$ cat src/rtl/fttp_pkg.sv
// Shared types and constants for the file transfer packet parser.
// Has no dependencies; every other file in rtl/ imports it.
`timescale 1ns / 1ps

package fttp_pkg;

  // Default configuration.
  localparam int NAME_BYTES_DEF = 256;
  localparam int SIZE_BITS_DEF  = 32;

  // Result queue geometry.
  localparam int OQ_DEPTH = 4;
  localparam int OQ_AW    = $clog2(OQ_DEPTH);
  localparam int OQ_CW    = $clog2(OQ_DEPTH + 1);

  // Control byte values.
  localparam logic [7:0] CTRL_START = 8'd1;
  localparam logic [7:0] CTRL_DATA  = 8'd2;
  localparam logic [7:0] CTRL_END   = 8'd3;

  // Field tags.
  localparam logic [7:0] TAG_SIZE = 8'd0;
  localparam logic [7:0] TAG_NAME = 8'd1;

  // Packet kinds.
  localparam logic [1:0] KIND_START   = 2'd0;
  localparam logic [1:0] KIND_DATA    = 2'd1;
  localparam logic [1:0] KIND_END     = 2'd2;
  localparam logic [1:0] KIND_UNKNOWN = 2'd3;

  // Verdict status codes.
  localparam logic [2:0] ST_OK      = 3'd0;
  localparam logic [2:0] ST_UNKNOWN = 3'd1;
  localparam logic [2:0] ST_TRUNC   = 3'd2;
  localparam logic [2:0] ST_LEN     = 3'd3;
  localparam logic [2:0] ST_SIZE    = 3'd4;
  localparam logic [2:0] ST_NAME    = 3'd5;
  localparam logic [2:0] ST_LONG    = 3'd6;

  // Result kinds.
  localparam logic RES_PAYLOAD = 1'b0;
  localparam logic RES_VERDICT = 1'b1;

  localparam logic [16:0] COUNT_MAX = 17'h1FFFF;

  typedef struct packed {
    logic [7:0] in_byte;
    logic       last_byte;
  } pkt_t;

  typedef struct packed {
    logic        result_kind;
    logic [7:0]  payload_byte;
    logic [1:0]  packet_kind;
    logic [2:0]  status;
    logic [31:0] size_value;
    logic [15:0] declared_length;
    logic        verdict_last;
  } res_t;

  // What the parse stage hands to the verdict stage for one byte.
  typedef struct packed {
    logic        clear;
    logic [2:0]  code;
    logic        name_fail;
    logic        cmp_en;
    logic [7:0]  in_byte;
    logic        emit;
    logic        verdict;
    logic [1:0]  kind;
    logic [31:0] size_value;
    logic [15:0] declared_length;
  } stage_t;

  // Up to two result words written into the queue in one cycle.
  typedef struct packed {
    logic [1:0] count;
    res_t       first;
    res_t       second;
  } push_t;

endpackage

$ cat src/rtl/file_transfer_packet_parser.sv
// Top level of the file transfer packet parser.
// Depends on fttp_pkg, fttp_parse, fttp_verdict and fttp_out_queue.
`timescale 1ns / 1ps

//  channel   | valid      | stall      | word type | carries
//  ----------+------------+------------+-----------+---------------------------------
//  packet in | pkt_valid  | pkt_stall  | pkt_t     | one packet byte and its last flag
//  result    | res_valid  | res_stall  | res_t     | a payload byte or a packet verdict
//
// One packet byte is taken every cycle while pkt_stall is low. The parse stage updates the field
// registers and issues the name store read on the edge that takes the byte;
// the verdict stage resolves the error code from that registered stage word, and its result
// words are registered into the result queue before they are offered. A byte that ends
// a data packet can yield two words; the four-entry result queue absorbs them and input
// stalls only while the queue holds more than two words. Reset is synchronous: control
// registers clear, the name store is not cleared because an end packet only reads bytes
// that a start packet has written.

module file_transfer_packet_parser import fttp_pkg::*; #(
  parameter int NAME_BYTES = NAME_BYTES_DEF,
  parameter int SIZE_BITS  = SIZE_BITS_DEF
) (
  input  logic clk,
  input  logic rst,
  input  logic pkt_valid,
  output logic pkt_stall,
  input  pkt_t pkt_word,
  output logic res_valid,
  input  logic res_stall,
  output res_t res_word
);

  // Parse stage to verdict stage: one registered word per accepted byte,
  // plus the name store read data that lines up with it.
  logic       s2_valid;
  stage_t     s2;
  logic [7:0] name_rd;
  logic       s2_take;

  // Verdict stage to result queue.
  push_t push;
  logic  room;

  fttp_parse #(
    .NAME_BYTES (NAME_BYTES),
    .SIZE_BITS  (SIZE_BITS)
  ) u_parse (
    .clk       (clk),
    .rst       (rst),
    .pkt_valid (pkt_valid),
    .pkt_stall (pkt_stall),
    .pkt_word  (pkt_word),
    .s2_valid  (s2_valid),
    .s2        (s2),
    .name_rd   (name_rd),
    .s2_take   (s2_take)
  );

  fttp_verdict u_verdict (
    .clk      (clk),
    .rst      (rst),
    .s2_valid (s2_valid),
    .s2       (s2),
    .name_rd  (name_rd),
    .room     (room),
    .s2_take  (s2_take),
    .push     (push)
  );

  fttp_out_queue u_out_queue (
    .clk       (clk),
    .rst       (rst),
    .push      (push),
    .room      (room),
    .res_valid (res_valid),
    .res_stall (res_stall),
    .res_word  (res_word)
  );

endmodule

$ cat src/rtl/fttp_parse.sv
// Parse stage: byte-level state machine, field registers and the file name store.
// Depends on fttp_pkg.
`timescale 1ns / 1ps

module fttp_parse import fttp_pkg::*; #(
  parameter int NAME_BYTES = NAME_BYTES_DEF,
  parameter int SIZE_BITS  = SIZE_BITS_DEF
) (
  input  logic   clk,
  input  logic   rst,
  input  logic   pkt_valid,
  output logic   pkt_stall,
  input  pkt_t   pkt_word,
  output logic   s2_valid,
  output stage_t s2,
  output logic [7:0] name_rd,
  input  logic   s2_take
);

  localparam int LW = $clog2(NAME_BYTES + 1);
  localparam int AW = $clog2(NAME_BYTES);
  localparam logic [8:0] NB9 = 9'(NAME_BYTES);

  typedef enum logic [7:0] {
    PH_CTRL    = 8'b0000_0001,
    PH_TAG     = 8'b0000_0010,
    PH_LEN     = 8'b0000_0100,
    PH_VALUE   = 8'b0000_1000,
    PH_DHI     = 8'b0001_0000,
    PH_DLO     = 8'b0010_0000,
    PH_PAYLOAD = 8'b0100_0000,
    PH_SKIP    = 8'b1000_0000
  } phase_t;

  phase_t                 phase, phase_next;
  logic [1:0]             ptype, ptype_next;
  logic [7:0]             field_tag, field_tag_next;
  logic [7:0]             field_rem, field_rem_next;
  logic [SIZE_BITS-1:0]   size_acc, size_acc_next;
  logic [SIZE_BITS-1:0]   stored_size, stored_size_next;
  logic [LW-1:0]          stored_len, stored_len_next;
  logic [7:0]             name_pos, name_pos_next;
  logic [15:0]            data_len, data_len_next;
  logic [16:0]            data_count, data_count_next;

  logic [7:0] name_mem [NAME_BYTES];

  logic   accept;
  logic   is_start;
  logic   finish;
  logic   mem_we;
  logic [2:0] code_tlv, code_last;
  stage_t s2_next;

  assign accept    = pkt_valid && (!s2_valid || s2_take);
  assign pkt_stall = s2_valid && !s2_take;
  assign is_start  = (ptype == KIND_START);

  always_comb begin
    phase_next       = phase;
    ptype_next       = ptype;
    field_tag_next   = field_tag;
    field_rem_next   = field_rem;
    size_acc_next    = size_acc;
    stored_size_next = stored_size;
    stored_len_next  = stored_len;
    name_pos_next    = name_pos;
    data_len_next    = data_len;
    data_count_next  = data_count;
    code_tlv         = ST_OK;
    code_last        = ST_OK;
    finish           = 1'b0;
    mem_we           = 1'b0;
    s2_next          = '0;
    s2_next.in_byte  = pkt_word.in_byte;
    s2_next.verdict  = pkt_word.last_byte;

    case (phase)
      PH_CTRL: begin
        s2_next.clear   = 1'b1;
        size_acc_next   = '0;
        data_len_next   = '0;
        data_count_next = '0;
        field_tag_next  = '0;
        field_rem_next  = '0;
        name_pos_next   = '0;
        if (pkt_word.in_byte == CTRL_START) begin
          ptype_next = KIND_START;
          phase_next = PH_TAG;
        end else if (pkt_word.in_byte == CTRL_END) begin
          ptype_next = KIND_END;
          phase_next = PH_TAG;
        end else if (pkt_word.in_byte == CTRL_DATA) begin
          ptype_next = KIND_DATA;
          phase_next = PH_DHI;
        end else begin
          ptype_next = KIND_UNKNOWN;
          phase_next = PH_SKIP;
          code_tlv   = ST_UNKNOWN;
        end
      end
      PH_DHI: begin
        data_len_next = {pkt_word.in_byte, 8'h00};
        phase_next    = PH_DLO;
      end
      PH_DLO: begin
        data_len_next = {data_len[15:8], pkt_word.in_byte};
        phase_next    = PH_PAYLOAD;
      end
      PH_PAYLOAD: begin
        s2_next.emit = (data_count < {1'b0, data_len});
        if (data_count != COUNT_MAX) begin
          data_count_next = data_count + 17'd1;
        end
      end
      PH_SKIP: begin
        phase_next = PH_SKIP;
      end
      PH_TAG: begin
        field_tag_next = pkt_word.in_byte;
        phase_next     = PH_LEN;
      end
      PH_LEN: begin
        field_rem_next = pkt_word.in_byte;
        name_pos_next  = '0;
        if (field_tag == TAG_SIZE) begin
          size_acc_next = '0;
        end
        if (field_tag == TAG_NAME) begin
          if (is_start && ({1'b0, pkt_word.in_byte} > NB9)) begin
            code_tlv = ST_LONG;
          end
          if (!is_start && ({1'b0, pkt_word.in_byte} != 9'(stored_len))) begin
            code_tlv = ST_NAME;
          end
        end
        if (pkt_word.in_byte == 8'd0) begin
          finish = 1'b1;
        end else begin
          phase_next = PH_VALUE;
        end
      end
      PH_VALUE: begin
        if (field_tag == TAG_SIZE) begin
          size_acc_next = {size_acc[SIZE_BITS-9:0], pkt_word.in_byte};
        end else if (field_tag == TAG_NAME) begin
          if (is_start) begin
            mem_we = ({1'b0, name_pos} < NB9);
          end else if (({1'b0, name_pos} >= 9'(stored_len)) ||
                       ({1'b0, name_pos} >= NB9)) begin
            s2_next.name_fail = 1'b1;
          end else begin
            s2_next.cmp_en = 1'b1;
          end
        end
        name_pos_next  = name_pos + 8'd1;
        field_rem_next = field_rem - 8'd1;
        if (field_rem == 8'd1) begin
          finish = 1'b1;
        end
      end
      default: begin
        phase_next = PH_CTRL;
      end
    endcase

    // A completed field is stored (start) or checked against the store (end).
    if (finish) begin
      if (field_tag == TAG_SIZE) begin
        if (is_start) begin
          stored_size_next = size_acc_next;
        end else if (size_acc_next != stored_size) begin
          code_tlv = ST_SIZE;
        end
      end else if (field_tag == TAG_NAME && is_start) begin
        stored_len_next = ({1'b0, name_pos_next} > NB9) ? LW'(NAME_BYTES)
                                                        : LW'(name_pos_next);
      end
      phase_next = PH_TAG;
    end

    if (pkt_word.last_byte) begin
      s2_next.kind = ptype_next;
      if (ptype_next == KIND_START || ptype_next == KIND_END) begin
        if (phase_next != PH_TAG) begin
          code_last = ST_TRUNC;
        end
        s2_next.size_value = 32'(size_acc_next);
      end else if (ptype_next == KIND_DATA) begin
        if (phase_next == PH_DHI || phase_next == PH_DLO) begin
          code_last = ST_TRUNC;
        end else if (data_count_next != {1'b0, data_len_next}) begin
          code_last = ST_LEN;
        end
        s2_next.declared_length = data_len_next;
      end
      phase_next = PH_CTRL;
    end

    s2_next.code = (code_tlv != ST_OK) ? code_tlv : code_last;
  end

  always_ff @(posedge clk) begin
    if (rst) begin
      phase       <= PH_CTRL;
      ptype       <= KIND_START;
      field_tag   <= '0;
      field_rem   <= '0;
      size_acc    <= '0;
      stored_size <= '0;
      stored_len  <= '0;
      name_pos    <= '0;
      data_len    <= '0;
      data_count  <= '0;
      s2_valid    <= 1'b0;
    end else begin
      if (accept) begin
        phase       <= phase_next;
        ptype       <= ptype_next;
        field_tag   <= field_tag_next;
        field_rem   <= field_rem_next;
        size_acc    <= size_acc_next;
        stored_size <= stored_size_next;
        stored_len  <= stored_len_next;
        name_pos    <= name_pos_next;
        data_len    <= data_len_next;
        data_count  <= data_count_next;
        s2_valid    <= 1'b1;
      end else if (s2_take) begin
        s2_valid <= 1'b0;
      end
    end
  end

  always_ff @(posedge clk) begin
    if (accept) begin
      s2 <= s2_next;
    end
  end

  // Name store: written by start packets, read in the parse stage ahead of the compare in the verdict stage.
  always_ff @(posedge clk) begin
    if (accept && mem_we) begin
      name_mem[name_pos[AW-1:0]] <= pkt_word.in_byte;
    end
    if (accept && s2_next.cmp_en) begin
      name_rd <= name_mem[name_pos[AW-1:0]];
    end
  end

  a_last_returns: assert property (@(posedge clk) disable iff (rst)
    accept && pkt_word.last_byte |=> phase == PH_CTRL)
    else $error("phase did not return to control after a final byte");

  a_len_bound: assert property (@(posedge clk) disable iff (rst)
    9'(stored_len) <= NB9)
    else $error("stored name length exceeds the store");

endmodule

$ cat src/rtl/fttp_verdict.sv
// Verdict stage: resolves the sticky error code and forms the result words.
// Depends on fttp_pkg.
`timescale 1ns / 1ps

module fttp_verdict import fttp_pkg::*; (
  input  logic       clk,
  input  logic       rst,
  input  logic       s2_valid,
  input  stage_t     s2,
  input  logic [7:0] name_rd,
  input  logic       room,
  output logic       s2_take,
  output push_t      push
);

  logic [2:0] error_code, error_next;
  logic       name_bad;
  res_t       pay_word, ver_word;

  assign s2_take  = s2_valid && room;
  assign name_bad = s2.name_fail || (s2.cmp_en && (name_rd != s2.in_byte));

  always_comb begin
    // The first error of a packet is kept; a name mismatch on this byte
    // ranks ahead of anything else the byte raises.
    error_next = s2.clear ? ST_OK : error_code;
    if (error_next == ST_OK && name_bad) begin
      error_next = ST_NAME;
    end
    if (error_next == ST_OK) begin
      error_next = s2.code;
    end

    pay_word                 = '0;
    pay_word.result_kind     = RES_PAYLOAD;
    pay_word.payload_byte    = s2.in_byte;
    pay_word.packet_kind     = KIND_DATA;
    pay_word.status          = ST_OK;
    pay_word.verdict_last    = !s2.verdict;

    ver_word                 = '0;
    ver_word.result_kind     = RES_VERDICT;
    ver_word.packet_kind     = s2.kind;
    ver_word.status          = error_next;
    ver_word.size_value      = s2.size_value;
    ver_word.declared_length = s2.declared_length;
    ver_word.verdict_last    = 1'b1;

    push        = '0;
    push.second = ver_word;
    if (s2.emit) begin
      push.first = pay_word;
      push.count = s2.verdict ? 2'd2 : 2'd1;
    end else if (s2.verdict) begin
      push.first = ver_word;
      push.count = 2'd1;
    end
    if (!s2_take) begin
      push.count = 2'd0;
    end
  end

  always_ff @(posedge clk) begin
    if (rst) begin
      error_code <= ST_OK;
    end else if (s2_take) begin
      error_code <= error_next;
    end
  end

  a_error_sticks: assert property (@(posedge clk) disable iff (rst)
    s2_take && !s2.clear && error_code != ST_OK |=> error_code == $past(error_code))
    else $error("error code changed within a packet after the first error");

endmodule

$ cat src/rtl/fttp_out_queue.sv
// Four-entry result queue between the verdict stage and the result port.
// Depends on fttp_pkg.
`timescale 1ns / 1ps

module fttp_out_queue import fttp_pkg::*; (
  input  logic  clk,
  input  logic  rst,
  input  push_t push,
  output logic  room,
  output logic  res_valid,
  input  logic  res_stall,
  output res_t  res_word
);

  res_t             q [OQ_DEPTH];
  logic [OQ_AW-1:0] wp, rp;
  logic [OQ_CW-1:0] count;
  logic             pop;

  assign res_valid = (count != '0);
  assign res_word  = q[rp];
  assign pop       = res_valid && !res_stall;
  assign room      = (count <= OQ_CW'(OQ_DEPTH - 2));

  always_ff @(posedge clk) begin
    if (push.count != 2'd0) begin
      q[wp] <= push.first;
    end
    if (push.count == 2'd2) begin
      q[wp + OQ_AW'(1)] <= push.second;
    end
  end

  always_ff @(posedge clk) begin
    if (rst) begin
      wp    <= '0;
      rp    <= '0;
      count <= '0;
    end else begin
      wp    <= wp + OQ_AW'(push.count);
      rp    <= rp + OQ_AW'(pop);
      count <= count + OQ_CW'(push.count) - OQ_CW'(pop);
    end
  end

  a_no_overflow: assert property (@(posedge clk) disable iff (rst)
    count <= OQ_CW'(OQ_DEPTH))
    else $error("result queue overflow");

  a_push_room: assert property (@(posedge clk) disable iff (rst)
    push.count != 2'd0 |-> count <= OQ_CW'(OQ_DEPTH - 2))
    else $error("push into result queue without room for two words");

endmodule
$ cat config.mk
export PLATFORM = sky130hd
export DESIGN_NAME = file_transfer_packet_parser
export DESIGN_NICKNAME = d
export VERILOG_FILES = /design/src/rtl/fttp_pkg.sv /design/src/rtl/file_transfer_packet_parser.sv /design/src/rtl/fttp_parse.sv /design/src/rtl/fttp_verdict.sv /design/src/rtl/fttp_out_queue.sv
export SDC_FILE = /design/constraint.sdc
export NUM_CORES = 2
export LEC_CHECK = 0
export BUFFER_PORTS_ARGS = -buffer_cell sky130_fd_sc_hd__buf_2
export CAP_MARGIN = 20
export CORE_MARGIN = 2
export CORE_UTILIZATION = 44
export CTS_CLUSTER_SIZE = 30
export DETAILED_ROUTE_END_ITERATION = 8
export PLACE_DENSITY_LB_ADDON = 0.08
export SYNTH_ARGS = -nofsm -noshare
export SYNTH_HDL_FRONTEND = slang
export SYNTH_HIERARCHICAL = 1
export SYNTH_SLANG_ARGS = --single-unit
$ cat constraint.sdc
create_clock -name clk -period 4.3 [get_ports clk]
set_input_delay 0.86 -clock clk [delete_from_list [all_inputs] [get_ports clk]]
set_output_delay 0.86 -clock clk [all_outputs]
set_load 0.1 [all_outputs]
==> summary by stage <==
Worst setup path
The critical path starts at u_parse/phase[0]$_SDFFE_PP1P_. In this run the critical register-to-register path is captured at u_parse/s2[63]$_SDFFCE_PP0P_. At the worst endpoint, the arrival time is 4.32 ns.

The critical path is of the reg2reg type. STA classifies the critical path startpoint as a flop. The worst register-to-register path has a depth of 11.

Setup slack on the worst reg-to-reg path comes out at 0.70 ns. In this run the critical register-to-register path is launched from u_parse/phase[0]$_SDFFE_PP1P_. The required time at the endpoint of the critical path is 5.02 ns. The largest driver fanout on the critical path is 32. The worst setup path is captured at a flop.

CTS
Clock latency on the worst-skew pair, taken at its later pin, is 0.94 ns. The maximum count of clock buffers along a single path is 4. Once the clock tree was built, the resizer swapped 0 gates to a different size. CTS placed an instance of sky130_fd_sc_hd__clkbuf_16 at the clock tree root. TritonCTS built the clock tree. In this run, CTS created clock tree buffers numbering 290.

After clock tree synthesis, the setup repair step added 0 buffers. The number of buffers inserted by hold repair at cts is 0. In this run the number of H-tree levels came out at 5.

The register clock-pin slew on the reported worst setup and hold paths is 0.06 ns. The TritonCTS sink count is 2,524.

Timing
The worst pin sits at a relative slew slack of 26.92%. The final critical path takes up 83.75% of the cycle. The minimum clock period is 3.601 ns. The number of pins exceeding their max-slew limit in the final report is 0.

At the pin with the least slew margin, the transition time is 1.092 ns. Setup repair after global routing left no endpoint under its margin. The final-report hold violation count is 0. Setup total negative slack on the finished layout was measured at 0 ns. The final number of setup-violating endpoints is 0.

The achievable clock frequency is 277.7 MHz. The post-route clock skew is 0.06753 ns.

GRT
The initial antenna violation count came to 6. Entering global routing, the biggest net connects 203 pins. The first global-routing pass estimated 395,400 um of wire.

The global-route usage over all layers is 22.96%. The total congestion overflow after global routing is 0. The via count of the first global-routing pass is 53,700.

Logic synthesis
Yosys printed 6 warnings. The most used flip-flop cell after synthesis is sky130_fd_sc_hd__edfxtp_1. The area of the mapped netlist is 103,700 sq um. Ranked by total cell area, the synthesized netlist is headed by sky130_fd_sc_hd__edfxtp_1 (69%), sky130_fd_sc_hd__mux4_2 (16%), sky130_fd_sc_hd__dfxtp_1 (2.9%).

The post-synthesis average cell area is 19.45 sq um. The sequential area share after synthesis is 71.67%. After synthesis, the largest area contributor takes up 68.77% of total cell area. Counting distinct cell types in the post-synthesis netlist gives 86. The synthesized design contains 2,524 register bits. The number of enable flip-flop cells after synthesis is 2,374. Of all cell types, the one taking the most synthesized area is sky130_fd_sc_hd__edfxtp_1. After synthesis, the share of flip-flops with an asynchronous set or reset is 0%. The cell count after synthesis came out at 5,330.

Die
The number of cell rows is 178. For this configuration, the core starts out at a cell density of 44.16%. The floorplan step defined a die boundary enclosing 239,500 sq um. The placeable core region is 234,700 sq um.

The vertical die dimension is 489.4 um. The floorplan step set the die width to 489.4 um. The I/O pin count is 78.

Hold path
For hold timing, the worst endpoint is u_parse/s2_valid$_SDFFE_PP0P_. The start point of the worst min-delay path is pkt_valid. The type of the tightest min-delay check is in2reg. Along the worst hold path, the cell count comes to 3.

Routing
Using the TritonRoute via totals, the vias-per-cell ratio works out to 5.782. The average wire per cell in the routed design is 29.89 um. The residual DRC count is 0.

In this run, the number of DRC markers left after iteration 0 of detailed routing was 4,978. Summing over every cut layer, the via total after detailed routing is 53,020. The first detailed-routing pass ran for 6 iterations. The number of nets with antenna violations after detailed routing is 0.

Wires add up to 274,100 um.

Finish
The proportion of layout cells with a drive suffix above 1 is 33.01%. The finished layout holds 9,170 standard cells, fillers aside. At the end of the flow, the number of nets in the layout was 5,865. Leaving out fill and tap cells, the most frequent cell in the layout is sky130_fd_sc_hd__edfxtp_1. In the layout the commonest cells are sky130_fd_sc_hd__edfxtp_1 (2,374), sky130_fd_sc_hd__mux4_2 (715), sky130_fd_sc_hd__nor2_1 (494), sky130_fd_sc_hd__buf_4 (431), sky130_fd_sc_hd__clkbuf_16 (295). Compared with the post-synthesis result, the final layout area differs by 15.26%.

Pwr
Combinational cells account for 7.8% of the total power. The share of total power in the clock network is 42.6%. The power per unit of standard cell area is 460.9 nW/um^2.

The largest voltage drop on the vdd net is 0.0007558 V. Net switching is 23.29% of the power. The internal power of the cells totals 42,240 uW. The leakage power of the design is 0.03743 uW.

The switching power is 12,820 uW. Sequential cells burn 49.5% of the power.

Run status
The flow ran to the end, and the final reports show no timing, DRC or antenna violations.

Placement
The total placed cells including tap cells is 8,673. The port buffer count is 77. After legalization and detailed placement, the total HPWL measured 170,600 um.

The weighted congestion reported at the end of routability-driven placement is 0.8309.

Flow run
The reported max-cap violation count is 0.
==> worst max-delay path, stage by stage (launching register included) <==
cell and delay (ns):
sky130_fd_sc_hd__dfxtp_1 0.57, sky130_fd_sc_hd__or4b_1 0.54, sky130_fd_sc_hd__nor2_4 0.35, sky130_fd_sc_hd__a21oi_4 0.06
sky130_fd_sc_hd__buf_12 0.19, sky130_fd_sc_hd__a22oi_2 0.27, sky130_fd_sc_hd__xnor2_1 0.09, sky130_fd_sc_hd__nor4_1 0.43
sky130_fd_sc_hd__nand4_1 0.21, sky130_fd_sc_hd__o21ai_1 0.39, sky130_fd_sc_hd__nand2_1 0.15, sky130_fd_sc_hd__a211oi_2 0.16
==> metal layers <==
layer  vias to the layer above  wire length, um  GRT usage [%]
met5                         -               11              0
met4                         2             7282          6.289
met3                       392            14250          3.363
met2                      1523           132000          36.75
met1                     28470           120500          33.00
li1                      22640                -              -
==> through the flow <==
stage	total power [uW]	hold WS [ns]	worst slack, ns	instance area, sq um	util [%]
floorplan	30780	0.4549	0.03626	103700	-
global placement	32150	0.4733	0.6656	110500	47.09
detailed placement	32180	0.4826	0.6694	110500	47.09
CTS	55690	0.1382	0.6004	119400	50.88
global route	56780	0.1900	0.4584	119500	50.89
finish	55060	0.2084	0.6988	119500	50.90
==> cells in the mapped netlist, drive strengths merged, types with 4 or more instances <==
| cell | count |
|---|---|
| xor2 | 8 |
| mux2i | 17 |
| nand2 | 136 |
| nand2b | 13 |
| a32oi | 7 |
| or4 | 5 |
| a22oi | 104 |
| a211oi | 55 |
| o21ai | 51 |
| a32o | 4 |
| nand4 | 26 |
| and3 | 9 |
| mux4 | 715 |
| o311ai | 4 |
| mux2 | 261 |
| xnor2 | 71 |
| or3 | 9 |
| nor3 | 31 |
| ha | 35 |
| nand3 | 39 |
| dfxtp | 150 |
| edfxtp | 2374 |
| a21o | 14 |
| nor2b | 26 |
| a31oi | 5 |
| a21oi | 81 |
| nor4 | 25 |
| and2 | 70 |
| a22o | 4 |
| or2 | 4 |
| clkbuf | 159 |
| nand3b | 8 |
| inv | 44 |
| o211ai | 7 |
| buf | 218 |
| nor2 | 503 |
==> power by group through the flow <==
stage | clock network, uW | registers (uW) | logic (uW)
2_1_floorplan | 0 | 27700 | 3090
3_3_place_gp | 0 | 27800 | 4360
3_5_place_dp | 0 | 27800 | 4380
4_1_cts | 24000 | 27300 | 4390
5_1_grt | 24900 | 27300 | 4550
6_report | 23500 | 27300 | 4320
==> sequential cells by signal, indices dropped and copies added, names as in the netlist, 16 cells and up <==
register             cells
u_parse/stored_size     32
u_parse/data_count      17
u_parse/name_mem      2048
u_out_queue/q          252
u_parse/size_acc        32
u_parse/data_len        16
u_parse/s2              66
==> cell families (layout without fill, tap and decap cells) <==
family,after synthesis,after routing,share of synthesized area [%]
AND/OR/NAND/NOR,918,918,4.098
AO/OA/AOI/OAI,357,357,2.451
other,2,16,0.007245
flip-flops,2524,2524,71.67
XOR/XNOR,79,79,0.6747
buffers and inverters,421,1097,2.123
multiplexers,993,993,18.53
adder cells (fa/ha/maj),36,36,0.4418
==> worst max path at each step <==
stage,to,slack (ns),cells after the start
after floorplan,u_parse/name_rd[0]$_DFFE_PP_,0.04,5
after global placement,u_parse/name_rd[5]$_DFFE_PP_,0.67,8
after detailed placement,u_parse/name_rd[5]$_DFFE_PP_,0.67,8
after CTS,res_word[29],0.60,3
after global routing,u_parse/name_mem[229][5]$_DFFE_PP_,0.46,12
final,u_parse/s2[63]$_SDFFCE_PP0P_,0.70,11
==> layout make-up <==
class | instances | area, sq um
Clock inverter | 124 | 1137
Timing Repair Buffer | 563 | 4802
Sequential cell | 2524 | 74320
Fill cell | 18880 | 115300
Antenna cell | 6 | 15.01
Multi-Input combinational cell | 2393 | 27330
Tap cell | 3150 | 3941
Inverter | 44 | 167.7
Clock buffer | 366 | 7759
Power figures use the tool's default switching activity.
